--- src/design/utf16_to_utf8_transcoder_unit_assert.svh ---
// ----------------------------------------------------------------------------
// utf16_to_utf8_transcoder_unit assertion macros
// Concurrent assertion wrappers, compiled out when ASSERT_OFF is defined.
// ----------------------------------------------------------------------------
`ifndef UTF16_TO_UTF8_TRANSCODER_UNIT_ASSERT_SVH
`define UTF16_TO_UTF8_TRANSCODER_UNIT_ASSERT_SVH

`ifndef ASSERT_OFF
// property must hold at every clock edge outside reset
`define U16U8_ASSERT(name, clk, rst_n, prop, msg) \
  name: assert property (@(posedge clk) disable iff (!rst_n) prop) else $error(msg);
// condition must never be true outside reset
`define U16U8_ASSERT_NEVER(name, clk, rst_n, cond, msg) \
  name: assert property (@(posedge clk) disable iff (!rst_n) !(cond)) else $error(msg);
`else
`define U16U8_ASSERT(name, clk, rst_n, prop, msg)
`define U16U8_ASSERT_NEVER(name, clk, rst_n, cond, msg)
`endif

`endif

--- src/design/u16u8_pkg.sv ---
// ----------------------------------------------------------------------------
// u16u8_pkg
// Shared types and constants of the UTF-16 to UTF-8 transcoder.
// ----------------------------------------------------------------------------
package u16u8_pkg;

  // default depth of the run queue between front and back
  localparam int unsigned QUEUE_DEPTH = 2;

  // configuration register indexes
  localparam logic REG_BYTE_ORDER = 1'b0;

  // byte order codes
  localparam logic ORDER_LITTLE = 1'b0;
  localparam logic ORDER_BIG    = 1'b1;

  // surrogate prefixes (top 6 bits of a code unit)
  localparam logic [5:0] HIGH_SURR_TAG = 6'b110110;
  localparam logic [5:0] LOW_SURR_TAG  = 6'b110111;

  // offset of the supplementary planes, applied to code point bits 20:10
  localparam logic [10:0] SUPP_OFFSET_HI = 11'h040;

  // utf-8 lead and continuation prefixes
  localparam logic [1:0] CONT_TAG  = 2'b10;
  localparam logic [2:0] LEAD2_TAG = 3'b110;
  localparam logic [3:0] LEAD3_TAG = 4'b1110;
  localparam logic [4:0] LEAD4_TAG = 5'b11110;

  // one input beat
  typedef struct packed {
    logic [7:0] in_byte;
    logic       end_of_buffer;
  } in_item_t;

  // one result beat
  typedef struct packed {
    logic [7:0] out_byte;
    logic       last_of_run;
  } out_item_t;

  // all utf-8 bytes caused by one code unit
  typedef struct packed {
    logic [3:0][7:0] bytes;
    logic [1:0]      last_idx;
  } run_t;

endpackage

--- src/design/u16u8_front.sv ---
// ----------------------------------------------------------------------------
// u16u8_front
// Pairs input bytes into code units, tracks surrogates and builds utf-8 runs.
// ----------------------------------------------------------------------------
module u16u8_front (
  input  logic                clk_i,
  input  logic                rst_ni,
  input  logic                byte_order_i,
  input  logic                accept_i,
  input  u16u8_pkg::in_item_t item_i,
  output logic                run_valid_o,
  output u16u8_pkg::run_t     run_o
);
  import u16u8_pkg::*;

  logic [7:0]  held_byte_q, held_byte_d;
  logic        have_half_q, have_half_d;
  logic [9:0]  hs_bits_q, hs_bits_d;
  logic        awaiting_q, awaiting_d;

  logic [15:0] unit;
  logic        is_low, is_high;
  logic [10:0] cp_hi;
  logic [20:0] cp;

  // assemble the code unit in the selected byte order
  always_comb begin
    if (byte_order_i == ORDER_BIG) begin
      unit = {held_byte_q, item_i.in_byte};
    end else begin
      unit = {item_i.in_byte, held_byte_q};
    end
  end

  assign is_low  = (unit[15:10] == LOW_SURR_TAG);
  assign is_high = (unit[15:10] == HIGH_SURR_TAG);
  assign cp_hi   = {1'b0, hs_bits_q} + SUPP_OFFSET_HI;
  assign cp      = {cp_hi[10:0], unit[9:0]};

  // classify the unit and build its run
  always_comb begin
    held_byte_d = held_byte_q;
    have_half_d = have_half_q;
    hs_bits_d   = hs_bits_q;
    awaiting_d  = awaiting_q;
    run_valid_o = 1'b0;
    run_o       = '0;
    if (accept_i) begin
      if (!have_half_q) begin
        if (item_i.end_of_buffer) begin
          awaiting_d = 1'b0;
        end else begin
          held_byte_d = item_i.in_byte;
          have_half_d = 1'b1;
        end
      end else begin
        have_half_d = 1'b0;
        if (awaiting_q) begin
          awaiting_d = 1'b0;
          if (is_low) begin
            run_valid_o    = 1'b1;
            run_o.bytes[0] = {LEAD4_TAG, cp[20:18]};
            run_o.bytes[1] = {CONT_TAG, cp[17:12]};
            run_o.bytes[2] = {CONT_TAG, cp[11:6]};
            run_o.bytes[3] = {CONT_TAG, cp[5:0]};
            run_o.last_idx = 2'd3;
          end
        end else if (is_high) begin
          awaiting_d = 1'b1;
          hs_bits_d  = unit[9:0];
        end else if (unit[15:7] == '0) begin
          run_valid_o    = 1'b1;
          run_o.bytes[0] = unit[7:0];
          run_o.last_idx = 2'd0;
        end else if (unit[15:11] == '0) begin
          run_valid_o    = 1'b1;
          run_o.bytes[0] = {LEAD2_TAG, unit[10:6]};
          run_o.bytes[1] = {CONT_TAG, unit[5:0]};
          run_o.last_idx = 2'd1;
        end else begin
          run_valid_o    = 1'b1;
          run_o.bytes[0] = {LEAD3_TAG, unit[15:12]};
          run_o.bytes[1] = {CONT_TAG, unit[11:6]};
          run_o.bytes[2] = {CONT_TAG, unit[5:0]};
          run_o.last_idx = 2'd2;
        end
      end
    end
  end

  // decoder state
  always_ff @(posedge clk_i or negedge rst_ni) begin
    if (!rst_ni) begin
      held_byte_q <= '0;
      have_half_q <= 1'b0;
      hs_bits_q   <= '0;
      awaiting_q  <= 1'b0;
    end else begin
      held_byte_q <= held_byte_d;
      have_half_q <= have_half_d;
      hs_bits_q   <= hs_bits_d;
      awaiting_q  <= awaiting_d;
    end
  end

endmodule

--- src/design/u16u8_fifo.sv ---
// ----------------------------------------------------------------------------
// u16u8_fifo
// Short queue of utf-8 runs between the front and the back.
// ----------------------------------------------------------------------------
module u16u8_fifo #(
  parameter int unsigned Depth = u16u8_pkg::QUEUE_DEPTH
) (
  input  logic            clk_i,
  input  logic            rst_ni,
  input  logic            wr_en_i,
  input  u16u8_pkg::run_t wr_run_i,
  output logic            full_o,
  input  logic            rd_en_i,
  output logic            valid_o,
  output u16u8_pkg::run_t rd_run_o
);
  import u16u8_pkg::*;

  localparam int unsigned PtrW = (Depth > 1) ? $clog2(Depth) : 1;
  localparam int unsigned CntW = $clog2(Depth + 1);
  localparam logic [PtrW-1:0] LastPtr = PtrW'(Depth - 1);
  localparam logic [CntW-1:0] FullCnt = CntW'(Depth);

  run_t            entries_q [Depth];
  logic [PtrW-1:0] wr_ptr_q, wr_ptr_d;
  logic [PtrW-1:0] rd_ptr_q, rd_ptr_d;
  logic [CntW-1:0] count_q, count_d;

  assign full_o   = (count_q == FullCnt);
  assign valid_o  = (count_q != '0);
  assign rd_run_o = entries_q[rd_ptr_q];

  // pointer and fill count update
  always_comb begin
    wr_ptr_d = wr_ptr_q;
    rd_ptr_d = rd_ptr_q;
    count_d  = count_q;
    if (wr_en_i) begin
      wr_ptr_d = (wr_ptr_q == LastPtr) ? '0 : wr_ptr_q + 1'b1;
    end
    if (rd_en_i) begin
      rd_ptr_d = (rd_ptr_q == LastPtr) ? '0 : rd_ptr_q + 1'b1;
    end
    if (wr_en_i && !rd_en_i) begin
      count_d = count_q + 1'b1;
    end else if (!wr_en_i && rd_en_i) begin
      count_d = count_q - 1'b1;
    end
  end

  always_ff @(posedge clk_i or negedge rst_ni) begin
    if (!rst_ni) begin
      wr_ptr_q <= '0;
      rd_ptr_q <= '0;
      count_q  <= '0;
    end else begin
      wr_ptr_q <= wr_ptr_d;
      rd_ptr_q <= rd_ptr_d;
      count_q  <= count_d;
    end
  end

  // entry storage
  always_ff @(posedge clk_i) begin
    if (wr_en_i) begin
      entries_q[wr_ptr_q] <= wr_run_i;
    end
  end

endmodule

--- src/design/u16u8_back.sv ---
// ----------------------------------------------------------------------------
// u16u8_back
// Serializes queued runs into single utf-8 beats behind an output register.
// ----------------------------------------------------------------------------
module u16u8_back (
  input  logic                 clk_i,
  input  logic                 rst_ni,
  input  logic                 q_valid_i,
  input  u16u8_pkg::run_t      q_run_i,
  output logic                 q_pop_o,
  output logic                 empty_o,
  input  logic                 pop_i,
  output u16u8_pkg::out_item_t item_o
);
  import u16u8_pkg::*;

  run_t       run_q;
  logic [1:0] idx_q, idx_d;
  logic       busy_q, busy_d;
  logic       out_valid_q, out_valid_d;
  out_item_t  out_q;

  logic advance, finishing, take;

  // while a run is in progress, one byte moves to the output register whenever it is free or drained
  assign advance   = busy_q && (!out_valid_q || pop_i);
  assign finishing = advance && (idx_q == run_q.last_idx);
  assign take      = q_valid_i && (!busy_q || finishing);
  assign q_pop_o   = take;
  assign empty_o   = !out_valid_q;
  assign item_o    = out_q;

  // sequencing of the current run
  always_comb begin
    idx_d       = idx_q;
    busy_d      = busy_q;
    out_valid_d = out_valid_q;
    if (pop_i && out_valid_q) begin
      out_valid_d = 1'b0;
    end
    if (advance) begin
      out_valid_d = 1'b1;
      idx_d       = idx_q + 1'b1;
      if (finishing) begin
        busy_d = 1'b0;
      end
    end
    if (take) begin
      busy_d = 1'b1;
      idx_d  = '0;
    end
  end

  always_ff @(posedge clk_i or negedge rst_ni) begin
    if (!rst_ni) begin
      idx_q       <= '0;
      busy_q      <= 1'b0;
      out_valid_q <= 1'b0;
    end else begin
      idx_q       <= idx_d;
      busy_q      <= busy_d;
      out_valid_q <= out_valid_d;
    end
  end

  // payload registers
  always_ff @(posedge clk_i) begin
    if (take) begin
      run_q <= q_run_i;
    end
    if (advance) begin
      out_q.out_byte    <= run_q.bytes[idx_q];
      out_q.last_of_run <= (idx_q == run_q.last_idx);
    end
  end

endmodule

--- src/design/utf16_to_utf8_transcoder_unit.sv ---
// ----------------------------------------------------------------------------
// utf16_to_utf8_transcoder_unit
// UTF-16 byte stream in, UTF-8 byte stream out, with selectable byte order.
// ----------------------------------------------------------------------------
// Input channel: push/full queue interface, one UTF-16 byte per beat plus an
// end-of-buffer flag. A beat is taken when push is high and full is low.
// Output channel: empty/pop queue interface, one UTF-8 byte per beat; the
// last beat of each UTF-8 sequence carries last_of_run.
// Configuration: APB-style port, register 0 (byte address 0) is byte_order,
// 0 little-endian, 1 big-endian. Write it only while the block is idle.
// Path: the second byte of a unit is written into the run queue, then loaded
// into the run register, then into the output register.
// Throughput: one input beat per cycle while the run queue has room; the
// back end sends one UTF-8 byte per cycle while the output is popped, so
// characters with longer UTF-8 sequences lower the sustained input rate.
// Reset: decoder state and byte order are cleared, queue and output register
// are emptied.
// Stall: when pop stays low the output register holds its beat, the back end
// stops, the run queue fills and full rises; no beat is lost.
// ----------------------------------------------------------------------------
module utf16_to_utf8_transcoder_unit #(
  parameter int unsigned QueueDepth = u16u8_pkg::QUEUE_DEPTH
) (
  input  logic                 clk_i,
  input  logic                 rst_ni,
  // input queue side
  input  logic                 push,
  output logic                 full,
  input  u16u8_pkg::in_item_t  in_item_i,
  // result queue side
  output logic                 empty,
  input  logic                 pop,
  output u16u8_pkg::out_item_t out_item_o,
  // configuration port
  input  logic                 psel,
  input  logic                 penable,
  input  logic                 pwrite,
  input  logic [2:0]           paddr,
  input  logic [31:0]          pwdata,
  output logic [31:0]          prdata,
  output logic                 pready
);
  import u16u8_pkg::*;

`include "utf16_to_utf8_transcoder_unit_assert.svh"

  logic byte_order_q;
  logic cfg_write;
  logic in_accept;
  logic run_valid;
  run_t run_push;
  logic q_full, q_valid, q_pop;
  run_t q_run;

  // configuration register
  assign pready    = 1'b1;
  assign cfg_write = psel && penable && pwrite && pready;

  always_ff @(posedge clk_i or negedge rst_ni) begin
    if (!rst_ni) begin
      byte_order_q <= ORDER_LITTLE;
    end else if (cfg_write && (paddr[2] == REG_BYTE_ORDER)) begin
      byte_order_q <= pwdata[0];
    end
  end

  assign prdata = (paddr[2] == REG_BYTE_ORDER) ? {31'd0, byte_order_q} : 32'd0;

  // input handshake
  assign full      = q_full;
  assign in_accept = push && !q_full;

  u16u8_front u_front (
    .clk_i        (clk_i),
    .rst_ni       (rst_ni),
    .byte_order_i (byte_order_q),
    .accept_i     (in_accept),
    .item_i       (in_item_i),
    .run_valid_o  (run_valid),
    .run_o        (run_push)
  );

  u16u8_fifo #(
    .Depth (QueueDepth)
  ) u_fifo (
    .clk_i    (clk_i),
    .rst_ni   (rst_ni),
    .wr_en_i  (run_valid),
    .wr_run_i (run_push),
    .full_o   (q_full),
    .rd_en_i  (q_pop),
    .valid_o  (q_valid),
    .rd_run_o (q_run)
  );

  u16u8_back u_back (
    .clk_i     (clk_i),
    .rst_ni    (rst_ni),
    .q_valid_i (q_valid),
    .q_run_i   (q_run),
    .q_pop_o   (q_pop),
    .empty_o   (empty),
    .pop_i     (pop),
    .item_o    (out_item_o)
  );

  // checks
  `U16U8_ASSERT_NEVER(a_no_push_when_full, clk_i, rst_ni, run_valid && q_full, "run written into a full queue")
  `U16U8_ASSERT_NEVER(a_no_pop_when_empty, clk_i, rst_ni, q_pop && !q_valid, "run taken from an empty queue")
  `U16U8_ASSERT(a_no_invented_beat, clk_i, rst_ni, (!q_valid && !u_back.busy_q && (empty || pop)) |=> empty, "result beat appeared with no run pending")
  `U16U8_ASSERT(a_cfg_write, clk_i, rst_ni, (cfg_write && (paddr[2] == REG_BYTE_ORDER)) |=> (byte_order_q == $past(pwdata[0])), "byte order register not written")

endmodule
--- config.mk ---
export PLATFORM = sky130hd
export DESIGN_NAME = utf16_to_utf8_transcoder_unit
export DESIGN_NICKNAME = d
export VERILOG_FILES = /design/src/design/u16u8_pkg.sv /design/src/design/u16u8_front.sv /design/src/design/u16u8_fifo.sv /design/src/design/u16u8_back.sv /design/src/design/utf16_to_utf8_transcoder_unit.sv
export VERILOG_INCLUDE_DIRS = /design/src /design/src/design
export SDC_FILE = /design/constraint.sdc
export NUM_CORES = 1
export LEC_CHECK = 0
export BUFFER_PORTS_ARGS = -buffer_cell sky130_fd_sc_hd__buf_4
export CAP_MARGIN = 15
export CORE_MARGIN = 5
export CORE_UTILIZATION = 56
export DETAILED_ROUTE_END_ITERATION = 8
export GPL_TIMING_DRIVEN = 0
export PLACE_DENSITY = 0.8
export SETUP_SLACK_MARGIN = 0.4
export SYNTH_ARGS = -nofsm -noshare
export SYNTH_HDL_FRONTEND = slang
export SYNTH_SLANG_ARGS = --single-unit
--- constraint.sdc ---
create_clock -name clk_i -period 4.7 [get_ports clk_i]
set_clock_uncertainty 0.2 [all_clocks]
set_input_delay 0.47 -clock clk_i [delete_from_list [all_inputs] [get_ports clk_i]]
set_output_delay 0.47 -clock clk_i [all_outputs]
set_load 0.02 [all_outputs]
== After elaboration in Yosys (flattened, before gate mapping) ==
Memories as Yosys holds them, arrays and structs flattened. A register that Yosys moved wholly into a read port is not among the register bits.
Cells that the tools add are included.
W data, S select, Z words.

* Add/subtract/negate cells: 6
* $lt $le $gt $ge: 1
* Eq/ne operators: 4
* Mux-type cells: 38
* Bitwise gates (word level): 4
* Reductions and logical operators: 29

{| class="wikitable"
|+ Operators with widths
! kind !! number
|-
| $mux W34 || 3
|-
| $mux W26 || 2
|-
| $mux W16 || 3
|-
| $mux W8 || 3
|-
| $mux W1 || 21
|-
| $bmux W8 S2 || 1
|-
| $eq A6 B6 Y1 const B || 2
|-
| $reduce_bool A2 Y1 || 6
|-
| $add A10 B7 Y11 const B || 1
|-
| $logic_and A1 B1 Y1 || 10
|-
| $mux W10 || 1
|-
| $logic_not A9 Y1 || 1
|-
| $mux W2 || 4
|-
| $logic_not A1 Y1 || 5
|-
| $logic_not A5 Y1 || 1
|-
| $add A2 B1 Y2 const B || 2
|-
| $not A1 Y1 || 4
|-
| $reduce_and A2 Y1 || 2
|-
| $reduce_and A4 Y1 || 1
|-
| $lt A2 B3 Y1 const B || 1
|-
| $reduce_and A3 Y1 || 1
|-
| $add A1 B1 Y1 const B || 2
|-
| $eq A2 B2 Y1 || 1
|-
| $eq A2 B2 Y1 const B || 1
|-
| 2 further kinds || 3
|}

* Flip-flop bits (word level): 38
* Memory bits (writable): 68
* Input bits: 51
* Output and inout port bits: 44
* Word-level logic and storage cells: 96
* Memories kept: 1

{| class="wikitable"
|+ Memory list
! memory !! depth !! width !! read ports !! clocked after Yosys merged registers in !! write ports !! RTL line !! text
|-
| u_fifo.entries_q || 2 || 34 || 1 || 1 || 1 || u16u8_fifo.sv:24 || <nowiki>run_t entries_q [Depth];</nowiki>
|}

== Depth between registers and ports, before layout ==
* Word-level depth: 10
* Depth in mapped cells: 11
* Depth with buffers taken out: 9

== Modules after synthesis ==
Synthesis repeated with hierarchy kept, for this count alone.

* Cell total of the unflattened synthesis: 422
* Area total of the unflattened synthesis: 6388.6 µm²

{| class="wikitable"
|+ Modules (own cells, without submodules)
! module !! instances !! cells each !! area an instance (µm²) !! seq. area each (µm²)
|-
| u16u8_fifo || 1 || 122 || 2793.9 || 2142.1
|-
| u16u8_back || 1 || 78 || 1717.9 || 1391.3
|-
| u16u8_front || 1 || 183 || 1569.0 || 500.5
|-
| utf16_to_utf8_transcoder_unit || 1 || 39 || 307.8 || 25.0
|}

== Worst setup path before layout ==
OpenSTA, ideal clock, no wires.

* Path kind: register to register
* Start point: register u_back.idx_q[1]
* End point: register u_fifo.count_q[1]
* Library setup time: 0.079 ns
* Data arrival time: 3.423 ns
* Required time: 4.421 ns
* Path slack: 0.998 ns
* Stages on the path, launching flop included: 11
* Path buffers: 1
* Clock period less this slack: 3.702 ns
* Cell sequence: dfrtp_1 -> clkbuf_1 -> xor2_1 -> nor2_1 -> nand2_1 -> a21oi_1 -> inv_1 -> ha_1 -> xor2_1 -> nor2_1 -> xor2_1

* Cells in the longest elaborated chain, start to end: 7
* Elaborated cells between the ends (all ways): 9
* Those cells by class: 1 x eq/ne; 1 x mux; 7 x reduce/logical

{| class="wikitable"
|+ Ends and longest elaborated chain
! what !! RTL line !! text
|-
| from (decl) || u16u8_back.sv:18 || <nowiki>logic [1:0] idx_q, idx_d;</nowiki>
|-
| from (signal assigned) || u16u8_back.sv:60 || <nowiki>idx_q <= idx_d;</nowiki>
|-
| $eq A2 B2 Y1 (*) || u16u8_back.sv:27 || <nowiki>assign finishing = advance && (idx_q == run_q.last_idx);</nowiki>
|-
| $logic_and A1 B1 Y1 (*) || u16u8_back.sv:27 ||
|-
| $logic_or A1 B1 Y1 (*) || u16u8_back.sv:28 || <nowiki>assign take = q_valid_i && (!busy_q || finishing);</nowiki>
|-
| $logic_and A1 B1 Y1 (*) || u16u8_back.sv:28 ||
|-
| named net q_pop || utf16_to_utf8_transcoder_unit.sv:52 || <nowiki>logic q_full, q_valid, q_pop;</nowiki>
|-
| $logic_not A1 Y1 || u16u8_fifo.sv:44 || <nowiki>if (wr_en_i && !rd_en_i) begin</nowiki>
|-
| $logic_and A1 B1 Y1 || u16u8_fifo.sv:44 ||
|-
| $mux W2 / $reduce_bool A2 Y1 (equally long branches) || -- ||
|-
| to (signal assigned) || u16u8_fifo.sv:59 || <nowiki>count_q <= count_d;</nowiki>
|-
| to (decl) || u16u8_fifo.sv:27 || <nowiki>logic [CntW-1:0] count_q, count_d;</nowiki>
|}

The timed path passes the listed nets; every way through them passes the cells marked *.
A chain may end at the register's enable or synchronous reset.

== Worst setup path in the final report ==
* Start point: register byte_order_q
* End point: memory u_fifo.entries_q[1][20] in the netlist's numbering, enable pin

* Cells in the longest elaborated chain, start to end: 8
* Elaborated cells between the ends (all ways): 10
* Those cells by class: 2 x eq/ne; 8 x mux

{| class="wikitable"
|+ Ends and longest elaborated chain
! what !! RTL line !! text
|-
| from (decl) || utf16_to_utf8_transcoder_unit.sv:47 || <nowiki>logic byte_order_q;</nowiki>
|-
| from (signal assigned) || utf16_to_utf8_transcoder_unit.sv:63 || <nowiki>byte_order_q <= pwdata[0];</nowiki>
|-
| $mux W16 (*) || u16u8_front.sv:28 || <nowiki>if (byte_order_i == ORDER_BIG) begin</nowiki>
|-
| $eq A6 B6 Y1 (on tied branches) || u16u8_front.sv:36, u16u8_front.sv:35 ||
|-
| $mux W1 (on tied branches) || u16u8_front.sv:68, u16u8_front.sv:60 ||
|-
| $mux W1 (*) || u16u8_front.sv:58 || <nowiki>if (awaiting_q) begin</nowiki>
|-
| $mux W1 (*) || u16u8_front.sv:49 || <nowiki>if (!have_half_q) begin</nowiki>
|-
| $mux W1 (*) || u16u8_front.sv:48 || <nowiki>if (accept_i) begin</nowiki>
|-
| $mux W1 (*) || u16u8_fifo.sv:65 || <nowiki>if (wr_en_i) begin</nowiki>
|-
| $mux W1 (implied by the code) (*) || u16u8_fifo.sv:66 || <nowiki>entries_q[wr_ptr_q] <= wr_run_i;</nowiki>
|-
| to (decl) || u16u8_fifo.sv:24 ||
|}

Every way passes the cells marked *; elsewhere a longest branch is shown, timed or not.

==> flow_metrics.env <==
export IMPL_synth_top_area_cell="edfxtp_1"
export IMPL_n_fill_cell=680
export IMPL_gp_congestion=0.8438
export IMPL_synth_cell_types=43
export IMPL_antenna_found_initial=0
export IMPL_cts_max_path_buffers=2
export IMPL_drt_iter0_drc=339
export IMPL_tns_ns=0
export IMPL_grt_pass1_wl_um=17770
export IMPL_synth_area_leaders="edfxtp_1 52%, dfrtp_1 13%, mux2_2 7.9%"
export IMPL_dpl_instance_area_sq_mm=0.006290
export IMPL_clkLatencyLatePin_ns=0.52
export IMPL_synthToLayoutAreaGrowth_pct=20.03
export IMPL_setup_slack_ns=1.750
export IMPL_final_antenna_net_count=0
export IMPL_routedWlPerCell_um=16.72
export IMPL_htree_levels=4
export IMPL_track_usage_pct=18.58
export IMPL_rsz0062_at_grt="false"
export IMPL_synth_edf_count=99
export IMPL_crit_fanout=20
export IMPL_postCtsSetupBuffers=0
export IMPL_drt_first_pass_iters=5
export IMPL_die_w_um=111.2
export IMPL_worst_pin_slew_ns=0.8908
export IMPL_overflow=0
export IMPL_final_cell_area_sq_mm=0.006884
export IMPL_total_power_uw=4138
export IMPL_dpl_cell_count=611
export IMPL_hold_path_class="input pin to flop"
export IMPL_multi_input_area_sq_mm=0.001792
export IMPL_layout_min_cycle_time_ns=2.950
export IMPL_wl_um=10820
export IMPL_rows=37
export IMPL_cap_violations=0
export IMPL_vias=3409
export IMPL_io_buffers=29
export IMPL_powerDensity_mw_per_mm2=601.2
export IMPL_end_kind="flop"
export IMPL_syn_mean_instance_area_sq_um=13.85
export IMPL_layout_drive_gt1_share_pct=30.92
export IMPL_synth_top_cell_area_share_pct=51.83
export IMPL_root_buffer="clkbuf_8"
export IMPL_clk_pin_slew_worst_paths_ns=0.06
export IMPL_vdd_drop_max_v=0.0002604
export IMPL_async_reset_ff_share_pct=22.66
export IMPL_dp_slack_ns=1.757
export IMPL_boundaryPins=95
export IMPL_worst_ep_arrival_time_ns=2.97
export IMPL_coreArea_sq_mm=0.01014
export IMPL_viasPerCell=5.269
export IMPL_post_route_period_util_pct=62.77
export IMPL_synthTopCellsByCount="99 x edfxtp_1, 40 x mux2_2, 33 x buf_4"
export IMPL_status="finished, final reports clean"
export IMPL_synthFlopType="edfxtp_1"
export IMPL_finalSetupViolations=0
export IMPL_dpl_hpwl_um=7320
export IMPL_required_ns=4.72
export IMPL_critPathLaunchType="flop"
export IMPL_initial_utilization_pct=56.57
export IMPL_die_area_sq_mm=0.01237
export IMPL_drv_slew=0
export IMPL_grt_max_degree=31
export IMPL_worstSetupPathType="flop to flop"
export IMPL_die_h_um=111.2
export IMPL_synthCells=414
export IMPL_seq_area_sq_mm=0.003699
export IMPL_synth_most_common_cell="edfxtp_1"
export IMPL_tritoncts="done"
export IMPL_fmax_mhz=339.0
export IMPL_fin_cells=647
export IMPL_final_hold_viol_count=0
export IMPL_netlist_area_sq_mm=0.005736
export IMPL_cts_sinks=128
export IMPL_yosysWarnings=0
export IMPL_antenna_cells=0
export IMPL_synth_seq_cells=128
export IMPL_cts_made_buffers=17
export IMPL_drc_errors=0
export IMPL_slew_headroom_pct=40.48
export IMPL_leakagePower_uw=0.002710
export IMPL_final_nets=551
export IMPL_ys_seq_area_share_pct=64.49
export IMPL_grt_pass1_vias=3434
## metal layers
metal	routed length [um]	GRT usage, %	share of wire (%)
met2	5476	30.24	51
met4	198	6.650	1.8
met5	0	0	0
met1	4458	23.56	41
met3	684	5.841	6.3
## flip-flops by register name, indices dropped and copies added, names as in the netlist
name / cells
u_back.item_o: 9
u_front.awaiting_q: 1
byte_order_q: 1
u_front.held_byte_q: 8
u_front.have_half_q: 1
u_back.out_valid_q: 1
u_fifo.rd_ptr_q: 1
u_fifo.wr_ptr_q: 1
u_back.idx_q: 2
u_back.run_q: 30
u_front.hs_bits_q: 10
u_fifo.count_q: 2
u_back.busy_q: 1
u_fifo.entries_q: 60
## through the flow
stage	hold slack [ns]	utilization (%)
after global routing	0.004011	67.90
after CTS	0.001419	67.80
after detailed placement	0.2358	62.04
after global placement	0.2311	61.51
final	0.01140	67.90
after floorplan	-0.02559	-
## power by group
part / switching [uW] / internal, uW / leakage (uW)
combinational: 663 / 505 / 0.00115
sequential: 134 / 1620 / 0.00128
clock: 453 / 763 / 0.000275
total: 1250 / 2890 / 0.00271
## final timing paths
kind | start | endpoint | slack (ns) | depth (start not counted)
max in group asynchronous | rst_ni | u_back.idx_q[0]$_DFFE_PN0P_ | 3.78 | 2
worst min-delay path | in_item_i[4] | u_front.held_byte_q[3]$_DFFE_PN0P_ | 0.01 | 2
worst min register to register | u_front.hs_bits_q[0]$_DFFE_PN0P_ | u_front.hs_bits_q[0]$_DFFE_PN0P_ | 0.28 | 2
worst max register to register | byte_order_q$_DFFE_PN0P_ | u_fifo.entries_q[1][20]$_DFFE_PP_ | 1.75 | 9
min in group asynchronous | rst_ni | u_front.held_byte_q[0]$_DFFE_PN0P_ | 0.22 | 2
worst max-delay path | byte_order_q$_DFFE_PN0P_ | u_fifo.entries_q[1][20]$_DFFE_PP_ | 1.75 | 9
## cell usage in the layout, fill, tap and decap left out, types with 8 or more instances in the layout
cell type	netlist	final
mux2_2	40	40
nand2_1	29	29
nor2_1	30	29
clkbuf_1	6	9
buf_4	33	62
nor3_1	8	8
clkbuf_16	0	16
o21ai_0	22	22
dfrtp_1	29	29
inv_1	12	12
conb_1	2	32
nand3_1	8	8
mux2i_1	14	14
edfxtp_1	99	99
## kinds of logic (layout without fill, tap and decap cells)
group                      after synthesis  in the layout  synth area share (%)
xor gates and xnor gates                11             11                 1.680
muxes                                   61             61                 13.05
other                                    2             32                0.1309
AOI/OAI and AO/OA                       48             48                 5.126
DFF                                    128            128                 64.49
buffers and inverters                   62            129                 6.566
adders and majority gates                2              2                0.4362
and+or+nand+nor                        100            100                 8.530
## critical path: stages, from the launching register on
cell	delay [ns]
dfrtp_1	0.37
buf_6	0.13
nor2b_1	0.14
and4_1	0.22
o211a_1	0.26
a211o_1	0.26
buf_2	0.19
inv_2	0.08
and2_1	0.49
buf_8	0.27
## repair_timing
action,in CTS,in global routing
hold buffers,3,1
resized for setup,0,0
hold endpoints to repair,31,1
## layout make-up
class                   count  area share [%]
flip-flops and latches    128           53.73
repair buffers             35           4.253
well taps                 136           2.472
inverters                  13          0.7088
multi-input cells         254           26.03
plain buffers              49           4.762
clock inverters            11           1.672
clock buffers              21           6.379
Note: power is estimated with default switching activity, not from simulation.
